**config.mk**
```make
export PLATFORM = sky130hd
export DESIGN_NAME = uuencode_line_encoder_flat
export DESIGN_NICKNAME = d
export VERILOG_FILES = /design/src/hdl/uule_pkg.sv /design/src/hdl/uule_if.sv /design/src/hdl/uule_ram.sv /design/src/hdl/uuencode_line_encoder.sv /design/src/flat_wrapper.sv
export SDC_FILE = /design/constraint.sdc
export NUM_CORES = 1
export LEC_CHECK = 0
export BUFFER_PORTS_ARGS = -buffer_cell sky130_fd_sc_hd__buf_2
export CAP_MARGIN = 20
export CORE_MARGIN = 5
export CORE_UTILIZATION = 31
export DETAILED_ROUTE_END_ITERATION = 6
export PLACE_DENSITY_LB_ADDON = 0.05
export SLEW_MARGIN = 30
export SYNTH_ARGS = -nofsm -noshare
export SYNTH_HDL_FRONTEND = slang
export SYNTH_SLANG_ARGS = --single-unit
export TNS_END_PERCENT = 1
```
**constraint.sdc**
```tcl
create_clock -name clk_i -period 4.98 [get_ports clk_i]
set_input_delay 0.498 -clock clk_i [delete_from_list [all_inputs] [get_ports clk_i]]
set_output_delay 0.498 -clock clk_i [all_outputs]
set_load 0.02 [all_outputs]
```
**src/hdl/uule_pkg.sv**
```systemverilog
// shared constants for the uuencode line encoder
`timescale 1ns / 1ps
package uule_pkg;

  localparam int unsigned ByteW    = 8;
  localparam int unsigned GroupW   = 3 * ByteW;
  localparam int unsigned SextetW  = 6;
  localparam int unsigned CountW   = 6;

  localparam logic [ByteW-1:0] CharOffset  = 8'd32;
  localparam logic [ByteW-1:0] NewlineChar = 8'd10;

endpackage

```
**src/hdl/uule_if.sv**
```systemverilog
// stream channel interfaces for input bytes and output characters
`timescale 1ns / 1ps
interface uule_in_if
  import uule_pkg::*;
();
  logic             valid;
  logic             ready;
  logic [ByteW-1:0] data_byte;
  logic             is_final;

  modport source (output valid, output data_byte, output is_final, input ready);
  modport sink   (input valid, input data_byte, input is_final, output ready);
endinterface

interface uule_out_if
  import uule_pkg::*;
();
  logic             valid;
  logic             ready;
  logic [ByteW-1:0] out_char;
  logic             run_last;

  modport source (output valid, output out_char, output run_last, input ready);
  modport sink   (input valid, input out_char, input run_last, output ready);
endinterface

```
**src/hdl/uule_ram.sv**
```systemverilog
// generic single write port ram with registered read
`timescale 1ns / 1ps
module uule_ram #(
  parameter int unsigned Width = 24,
  parameter int unsigned Depth = 15,
  localparam int unsigned AddrW = (Depth > 1) ? $clog2(Depth) : 1
) (
  input  logic             clk_i,
  input  logic             we_i,
  input  logic [AddrW-1:0] waddr_i,
  input  logic [Width-1:0] wdata_i,
  input  logic [AddrW-1:0] raddr_i,
  output logic [Width-1:0] rdata_o
);

  logic [Width-1:0] mem_q [Depth];
  logic [Width-1:0] rdata_q;

  always_ff @(posedge clk_i) begin
    if (we_i) begin
      mem_q[waddr_i] <= wdata_i;
    end
    rdata_q <= mem_q[raddr_i];
  end

  assign rdata_o = rdata_q;

endmodule

```
**src/hdl/uuencode_line_encoder.sv**
```systemverilog
// top level of the uuencode line encoder
// an input byte is taken while idle; bytes that close no line give no beats
// a closing byte gives 4 beats per group plus the length char and newline,
// one per cycle unless stalled, via shared offset adder, row-per-group store
// the input is not ready from the closing byte until the newline is loaded
// async active-low reset clears the sequencer, byte counters and output valid
`timescale 1ns / 1ps
module uuencode_line_encoder
  import uule_pkg::*;
#(
  parameter int unsigned LINE_BYTES = 45
) (
  input  logic    clk_i,
  input  logic    rst_ni,
  uule_in_if.sink    in_i,
  uule_out_if.source out_o
);

  localparam int unsigned StoreGroups = (LINE_BYTES + 2) / 3;
  localparam int unsigned AddrW = (StoreGroups > 1) ? $clog2(StoreGroups) : 1;
  localparam int unsigned CntW  = $clog2(StoreGroups + 1);
  localparam logic [CountW-1:0] LineBytesC = CountW'(LINE_BYTES);

  localparam logic [1:0] StIdle = 2'd0;
  localparam logic [1:0] StLen  = 2'd1;
  localparam logic [1:0] StData = 2'd2;
  localparam logic [1:0] StNl   = 2'd3;

  logic [1:0]        state_q, state_d;
  logic [15:0]       held_q, held_d;
  logic [1:0]        held_cnt_q, held_cnt_d;
  logic [CountW-1:0] lbc_q, lbc_d;
  logic [CntW-1:0]   grp_q, grp_d;
  logic [CountW-1:0] len_q, len_d;
  logic [CntW-1:0]   rows_q, rows_d;
  logic [CntW-1:0]   row_q, row_d;
  logic [1:0]        chr_q, chr_d;
  logic              out_valid_q, out_valid_d;
  logic [ByteW-1:0]  out_char_q, out_char_d;
  logic              out_last_q, out_last_d;

  logic              accept, close, load, out_free;
  logic [CountW-1:0] lbc_inc;
  logic              we;
  logic [GroupW-1:0] wdata, rdata;
  logic [SextetW-1:0] field;
  logic [ByteW-1:0]  add_a, add_sum;

  assign in_i.ready = (state_q == StIdle);
  assign accept     = in_i.valid && in_i.ready;
  assign lbc_inc    = lbc_q + CountW'(1);
  assign close      = in_i.is_final || (lbc_inc == LineBytesC);
  assign out_free   = !out_valid_q || out_o.ready;
  assign load       = (state_q != StIdle) && out_free;

  always_comb begin
    case (held_cnt_q)
      2'd2:    wdata = {held_q, in_i.data_byte};
      2'd1:    wdata = {held_q[7:0], in_i.data_byte, 8'h00};
      default: wdata = {in_i.data_byte, 16'h0000};
    endcase
  end

  assign we = accept && ((held_cnt_q == 2'd2) || close);

  uule_ram #(
    .Width (GroupW),
    .Depth (StoreGroups)
  ) u_store (
    .clk_i   (clk_i),
    .we_i    (we),
    .waddr_i (grp_q[AddrW-1:0]),
    .wdata_i (wdata),
    .raddr_i (row_d[AddrW-1:0]),
    .rdata_o (rdata)
  );

  always_comb begin
    case (chr_q)
      2'd0:    field = rdata[23:18];
      2'd1:    field = rdata[17:12];
      2'd2:    field = rdata[11:6];
      default: field = rdata[5:0];
    endcase
  end

  // shared offset adder for length and data characters
  assign add_a   = (state_q == StLen) ? {2'b00, len_q} : {2'b00, field};
  assign add_sum = add_a + CharOffset;

  always_comb begin
    state_d     = state_q;
    held_d      = held_q;
    held_cnt_d  = held_cnt_q;
    lbc_d       = lbc_q;
    grp_d       = grp_q;
    len_d       = len_q;
    rows_d      = rows_q;
    row_d       = row_q;
    chr_d       = chr_q;
    out_valid_d = out_valid_q && !out_o.ready;
    out_char_d  = out_char_q;
    out_last_d  = out_last_q;

    if (accept) begin
      lbc_d = lbc_inc;
      case (held_cnt_q)
        2'd2: begin
          held_d     = 16'h0000;
          held_cnt_d = 2'd0;
          grp_d      = grp_q + CntW'(1);
        end
        2'd1: begin
          held_d     = {held_q[7:0], in_i.data_byte};
          held_cnt_d = 2'd2;
        end
        default: begin
          held_d     = {8'h00, in_i.data_byte};
          held_cnt_d = 2'd1;
        end
      endcase
      if (close) begin
        len_d      = lbc_inc;
        rows_d     = grp_q + CntW'(1);
        row_d      = '0;
        chr_d      = 2'd0;
        held_d     = 16'h0000;
        held_cnt_d = 2'd0;
        lbc_d      = '0;
        grp_d      = '0;
        state_d    = StLen;
      end
    end

    if (load) begin
      out_valid_d = 1'b1;
      out_last_d  = 1'b0;
      out_char_d  = add_sum;
      case (state_q)
        StLen: begin
          state_d = StData;
        end
        StData: begin
          chr_d = chr_q + 2'd1;
          if (chr_q == 2'd3) begin
            if (row_q == rows_q - CntW'(1)) begin
              state_d = StNl;
            end else begin
              row_d = row_q + CntW'(1);
            end
          end
        end
        StNl: begin
          out_char_d = NewlineChar;
          out_last_d = 1'b1;
          state_d    = StIdle;
        end
        default: begin
          state_d = StIdle;
        end
      endcase
    end
  end

  always_ff @(posedge clk_i or negedge rst_ni) begin
    if (!rst_ni) begin
      state_q     <= StIdle;
      held_cnt_q  <= 2'd0;
      held_q      <= 16'h0000;
      lbc_q       <= '0;
      grp_q       <= '0;
      row_q       <= '0;
      chr_q       <= 2'd0;
      out_valid_q <= 1'b0;
    end else begin
      state_q     <= state_d;
      held_cnt_q  <= held_cnt_d;
      held_q      <= held_d;
      lbc_q       <= lbc_d;
      grp_q       <= grp_d;
      row_q       <= row_d;
      chr_q       <= chr_d;
      out_valid_q <= out_valid_d;
    end
  end

  always_ff @(posedge clk_i) begin
    len_q      <= len_d;
    rows_q     <= rows_d;
    out_char_q <= out_char_d;
    out_last_q <= out_last_d;
  end

  assign out_o.valid    = out_valid_q;
  assign out_o.out_char = out_char_q;
  assign out_o.run_last = out_last_q;

endmodule
```
**src/flat_wrapper.sv**
```systemverilog
// flat-port wrapper written by rule: the top's interface ports become plain ports
module uuencode_line_encoder_flat import uule_pkg::*;
#(
  parameter int unsigned LINE_BYTES = 45
)
  (clk_i, rst_ni, in_i_valid, in_i_data_byte, in_i_is_final, in_i_ready, out_o_valid, out_o_out_char, out_o_run_last, out_o_ready);
  uule_in_if in_i_i ();
  uule_out_if out_o_i ();
  input  logic clk_i;
  input  logic rst_ni;
  input wire logic [$bits(in_i_i.valid)-1:0] in_i_valid;
  input wire logic [$bits(in_i_i.data_byte)-1:0] in_i_data_byte;
  input wire logic [$bits(in_i_i.is_final)-1:0] in_i_is_final;
  output wire logic [$bits(in_i_i.ready)-1:0] in_i_ready;
  output wire logic [$bits(out_o_i.valid)-1:0] out_o_valid;
  output wire logic [$bits(out_o_i.out_char)-1:0] out_o_out_char;
  output wire logic [$bits(out_o_i.run_last)-1:0] out_o_run_last;
  input wire logic [$bits(out_o_i.ready)-1:0] out_o_ready;
  assign in_i_i.valid = in_i_valid;
  assign in_i_i.data_byte = in_i_data_byte;
  assign in_i_i.is_final = in_i_is_final;
  assign in_i_ready = in_i_i.ready;
  assign out_o_valid = out_o_i.valid;
  assign out_o_out_char = out_o_i.out_char;
  assign out_o_run_last = out_o_i.run_last;
  assign out_o_i.ready = out_o_ready;
  uuencode_line_encoder #(.LINE_BYTES(LINE_BYTES)) u_core (.clk_i(clk_i), .rst_ni(rst_ni), .in_i(in_i_i), .out_o(out_o_i));
endmodule
```
==> impl_metrics.env, run 1 <==
export IMPL_status="complete, no violations"
export IMPL_syn_inst=1178
export IMPL_synth_edf_count=378
export IMPL_worst_pin_slew_ns=0.9432
export IMPL_r2r_start="u_core.state_q[0]"
export IMPL_clockRootBuffer="clkbuf_16"
export IMPL_synth_most_common_cell="edfxtp_1"
export IMPL_nets=1265
export IMPL_min_path_type="in2reg"
export IMPL_grt_pass1_vias=10750
export IMPL_drv_cap=0
export IMPL_synthesis_area_um2=17840
export IMPL_grt_max_degree=113
export IMPL_crit_end="u_core.u_store.mem_q[8][20]"
export IMPL_gp_congestion=0.7470
export IMPL_cts_path_max_buffers=3
export IMPL_power_frac_clock=0.359
export IMPL_synth_top_area_share=0.6361
export IMPL_ys_seq_elements=439
export IMPL_cp_data_arrival_time_ns=4.40
export IMPL_startpoint_type="flip-flop"
export IMPL_holdBufCountCts=1
export IMPL_drive_above_1_share=0.1468
export IMPL_post_route_min_period_ns=4.100
export IMPL_fillers=5429
export IMPL_synth_top_cells_by_count="edfxtp_1, nand2_1, mux2i_1"
export IMPL_antenna_diode_count=0
export IMPL_synthTopCellsByArea="edfxtp_1, dfrtp_1, mux2i_1"
export IMPL_relSlewSlack=0.3705
export IMPL_power_frac_seq=0.463
export IMPL_maxSlewViolCount=0
export IMPL_worstPathRequired_ns=5.28
export IMPL_skew_ns=0.02213
export IMPL_power_frac_comb=0.178
export IMPL_port_buffers=22
export IMPL_multi_input_area_um2=4696
export IMPL_ant_nets=0
export IMPL_crit_path_start="u_core.state_q[0]"
export IMPL_netSwitchingFraction=0.2902
export IMPL_grt_overflow=0
export IMPL_holdWs_ns=0.1765
export IMPL_fin_crit_sh=0.8232
export IMPL_seqCellArea_um2=12760
export IMPL_avgSynthCellArea_um2=15.15
export IMPL_fmax_mhz=243.9
export IMPL_internal_power_mw=7.153
export IMPL_rows=88
export IMPL_grt_pass1_wl_um=78180
export IMPL_hold_viol_final=0
export IMPL_ir_drop_mv=0.2453
export IMPL_power_density_nw_per_um2=488.8
export IMPL_finalSetupViolCount=0
export IMPL_ios=24
export IMPL_rsz0062_at_grt="false"
export IMPL_antenna_found_initial=0
export IMPL_vias=10364
export IMPL_dieArea_um2=62460
export IMPL_switchingPower_mw=2.924
export IMPL_track_usage=0.1682
export IMPL_post_dp_hpwl_um=31660
export IMPL_power_leakage_nw=7.640
export IMPL_drt_total_wl_um=53260
export IMPL_die_w_um=249.9
export IMPL_worstSetupPathType="reg2reg"
export IMPL_htree_levels=2
export IMPL_cts_tree="yes"
export IMPL_core_area_um2=57370
export IMPL_clk_pin_slew_ns=0.06
export IMPL_area_growth_synth_to_final_pct=15.54
export IMPL_ys_seq_area_frac=0.7149
export IMPL_yosysTopAreaCell="edfxtp_1"
export IMPL_cts_resized=0
export IMPL_viasPerCell=5.083
export IMPL_rrSetupSlack_ns=0.88
export IMPL_wl_per_cell_um=26.12
export IMPL_synth_fp_nets=1210
export IMPL_rr_endpoint="u_core.u_store.mem_q[8][20]"
export IMPL_drc=0
export IMPL_start_util=0.3111
export IMPL_cts_buffers=51
export IMPL_firstDrtPassIters=5
export IMPL_yosysWarnings=0
export IMPL_reg2regPathDepth=12
export IMPL_async_reset_ff_frac=0.08428
export IMPL_drt_initial_drc_count=729
export IMPL_synth_cell_types=71
export IMPL_synth_flop_cell="edfxtp_1"
export IMPL_clkSinkCount=439
export IMPL_tns_ns=0
export IMPL_dieHeight_um=249.9
export IMPL_setup_worst_path_end_class="flip-flop"
export IMPL_clk_insertion_delay_late_ns=0.59
export IMPL_cp_max_fo=21
export IMPL_cts_setup_buffers=0
-- area by class of cell --
cell class | instances | area share
inverters | 22 | 0.004248
well taps | 765 | 0.04643
clock inverters | 22 | 0.008557
clock buffers | 72 | 0.06961
flip-flops and latches | 439 | 0.6188
repair buffers | 71 | 0.02464
multi-input cells | 648 | 0.2278
-- how the worst min path moves through the flow --
stage | startpoint | end | depth (start not counted)
finish | in_i_data_byte[4] | u_core.held_q[4] | 2
global route | in_i_data_byte[4] | u_core.held_q[4] | 2
CTS | in_i_data_byte[4] | u_core.held_q[4] | 2
detailed placement | u_core.held_q[14] | u_core.held_q[14] | 1
global placement | u_core.held_q[8] | u_core.held_q[8] | 1
floorplan | rst_ni | u_core.chr_q[0] | 0
-- flip-flops by register name (all words and copies together), names as in the netlist --
register,cells
u_core.out_o.out_char,7
u_core.len_q,6
u_core.state_q,2
u_core.held_cnt_q,2
u_core.rows_q,4
u_core.chr_q,2
u_core.row_q,4
u_core.u_store.mem_q,360
u_core.grp_q,4
u_core.out_o.run_last,1
u_core.u_store.rdata_o,24
u_core.lbc_q,6
u_core.out_o.valid,1
u_core.held_q,16
-- placed cells by master, fill, tap and decap left out, types with 20 or more instances in the layout --
cell type	instances
edfxtp_1	378
nand2_1	90
mux2i_1	84
and3_1	52
clkbuf_16	51
a211oi_1	47
buf_4	47
o21ai_0	41
nor2_1	37
dfrtp_1	37
dfxtp_1	24
a22oi_1	22
buf_2	21
a31oi_1	20
a21oi_1	20
-- routing by layer --
layer | global-route usage | up-vias | routed length [µm]
li1 | - | 4739 | -
met1 | 0.2377 | 5326 | 25170
met4 | 0.05786 | 0 | 1719
met5 | 0 | - | 0
met3 | 0.02168 | 97 | 1656
met2 | 0.2690 | 202 | 24710
-- through the flow --
step	worst slack, ns	power (mW)	instance area [µm²]	std cells	utilization
after floorplan	1.585	5.700	17840	1178	-
after global placement	0.8195	6.581	18970	1944	0.3307
after detailed placement	0.7932	6.580	18990	1944	0.3311
after CTS	0.7943	10.23	20610	2039	0.3594
after global routing	0.5381	10.53	20620	2039	0.3594
final	0.8802	10.08	20620	2039	0.3594
-- worst max-delay path, stage by stage (launching register included) --
cell	delay [ns]
dfrtp_1	0.39
inv_1	0.11
ha_1	0.33
nand2_1	0.08
buf_4	0.23
o31ai_1	0.46
nand2_1	0.29
inv_1	0.10
buf_4	0.21
a21oi_1	0.16
nor3b_1	0.38
and2_2	0.77
buf_4	0.27
-- logic make-up after synthesis --
| logic type | share of synthesized area |
|---|---|
| flops | 0.7149 |
| compound gates | 0.1189 |
| simple gates | 0.06892 |
| buf+inv | 0.02454 |
| mux | 0.05027 |
| fa+ha+maj | 0.01332 |
| xor+xnor | 0.008905 |
| other cells | 0.0002101 |
-- power by group through the flow --
stage	combinational, mW	clock (mW)	sequential, mW
2_1_floorplan	0.984	0	4.72
3_3_place_gp	1.84	0	4.74
3_5_place_dp	1.84	0	4.74
4_1_cts	1.85	3.72	4.66
5_1_grt	1.97	3.87	4.69
6_report	1.80	3.62	4.66
No activity file was read; power rests on OpenSTA's default activity.
==> run 2: changes to the inputs <==
Clock period 4.98 ns to 4.2 ns, I/O delays scaled along.
==> impl_metrics.env, run 2 (synthesis results as in run 1) <==
export IMPL_status="complete, no violations"
export IMPL_viasPerCell=5.104
export IMPL_core_area_um2=57370
export IMPL_firstDrtPassIters=7
export IMPL_stdcell_count=2039
export IMPL_die_w_um=249.9
export IMPL_htree_levels=2
export IMPL_critPathMaxStageDelay_ns=0.45
export IMPL_power_density_nw_per_um2=579.7
export IMPL_gp_congestion=0.7486
export IMPL_worstPathRequired_ns=4.46
export IMPL_area_growth_synth_to_final_pct=16.96
export IMPL_worstSetupPathType="reg2reg"
export IMPL_min_path_type="in2reg"
export IMPL_layout_commonest_cell="edfxtp_1"
export IMPL_post_route_util=0.3638
export IMPL_maxSlewViolCount=0
export IMPL_cts_tree="yes"
export IMPL_grt_pass1_wl_um=75730
export IMPL_ant_nets=0
export IMPL_clk_pin_slew_ns=0.06
export IMPL_clockRootBuffer="clkbuf_16"
export IMPL_nets=1264
export IMPL_hold_viol_final=0
export IMPL_drc=0
export IMPL_track_usage=0.1644
export IMPL_drt_initial_drc_count=719
export IMPL_startpoint_type="flip-flop"
export IMPL_cts_path_max_buffers=3
export IMPL_clk_insertion_delay_late_ns=0.59
export IMPL_drv_cap=0
export IMPL_regMostFlops="u_core.u_store.mem_q"
export IMPL_crit_chain="inv_1, ha_1, and2_1, a22oi_1, o31ai_1, nand2_1, inv_1, a21oi_1, nor3b_1, and2_2, buf_12"
export IMPL_grt_pass1_vias=10349
export IMPL_cts_buffers=51
export IMPL_skew_ns=0.02105
export IMPL_dieArea_um2=62460
export IMPL_placedCellCount=1943
export IMPL_vias=10407
export IMPL_drive_above_1_share=0.1429
export IMPL_worst_slack_ns=0.5823
export IMPL_antenna_found_initial=0
export IMPL_wl_per_cell_um=25.65
export IMPL_cp_data_arrival_time_ns=3.88
export IMPL_rsz0062_at_grt="false"
export IMPL_cp_max_fo=19
export IMPL_rows=88
export IMPL_final_cell_mix="edfxtp_1, nand2_1, mux2i_1"
export IMPL_ios=24
export IMPL_dieHeight_um=249.9
export IMPL_drt_total_wl_um=52310
export IMPL_worst_pin_slew_ns=0.9200
export IMPL_fmax_mhz=276.4
export IMPL_cts_resized=0
export IMPL_port_buffers=22
export IMPL_setup_worst_path_end_class="flip-flop"
export IMPL_largest_reg_flops=360
export IMPL_clkSinkCount=439
export IMPL_start_util=0.3111
export IMPL_post_route_min_period_ns=3.618
export IMPL_total_power_mw=12.10
export IMPL_finalSetupViolCount=0
export IMPL_grt_overflow=0
export IMPL_relSlewSlack=0.3867
export IMPL_power_leakage_nw=7.694
export IMPL_fillers=5456
export IMPL_slowest_stage="nor3b_1"
export IMPL_ir_drop_mv=0.2841
export IMPL_fin_crit_sh=0.8614
export IMPL_post_place_ws_ns=0.5507
export IMPL_grt_max_degree=69
export IMPL_antenna_diode_count=0
export IMPL_post_dp_hpwl_um=30970
export IMPL_tns_ns=0
export IMPL_crit_top_cell="inv_1"
## run 2: cell count changes in the layout (fill, tap and decap cells not counted), sizes merged
cell      delta
clkinvlp     +3
buf          -1
clkinv       -8
inv          +1
clkbuf       +2
bufinv       +3
## run 2: layer usage
layer,wire length [µm],global-route usage,vias up
li1,-,-,4747
met1,24820,0.2383,5408
met2,24750,0.2630,191
met3,1747,0.02178,61
met4,987,0.04108,0
met5,0,0,-
## run 2: critical path: cells and delay by family (launching register included)
| family | cells | cell delay [ns] |
|---|---|---|
| compound gates | 3 | 0.49 |
| simple gates | 4 | 1.53 |
| buf+inv | 3 | 0.48 |
| fa+ha+maj | 1 | 0.35 |
| flops | 1 | 0.39 |
## run 2: worst paths after layout
kind	from	end	slack [ns]	cells after the start
worst min register to register	u_core.held_cnt_q[1]	u_core.held_cnt_q[1]	0.51	1
min in group asynchronous	rst_ni	u_core.lbc_q[4]	0.32	2
worst max-delay path	u_core.state_q[0]	u_core.u_store.mem_q[8][15]	0.58	11
worst max register to register	u_core.state_q[0]	u_core.u_store.mem_q[8][15]	0.58	11
max in group asynchronous	rst_ni	u_core.held_q[12]	3.37	3
worst min-delay path	in_i_data_byte[5]	u_core.held_q[5]	0.11	2
## run 2: cell type report
cell class	instances	area, µm²	area share
clock buffers	74	1414	0.06774
inverters	22	85.08	0.004076
multi-input cells	648	4686	0.2245
well taps	765	957.2	0.04586
clock inverters	21	249.0	0.01193
repair buffers	70	723.2	0.03465
flip-flops and latches	439	12760	0.6112
## run 2: report_power, final
part,internal (mW),switching [mW]
Clock,2.64,1.79
Combinational,0.654,1.47
Sequential,5.35,0.190
## run 2: metrics by stage
stage               instance area (µm²)  hold WS [ns]
floorplan                         17840        0.1244
global placement                  19170        0.4900
detailed placement                19200        0.4085
CTS                               20870       0.05891
global route                      20870       0.09180
finish                            20870        0.1053
## run 2: repair_timing
action                    in CTS  in global routing
hold endpoints to repair      16                  0
hold buffers                   1                  0
buffers inserted               0                  0
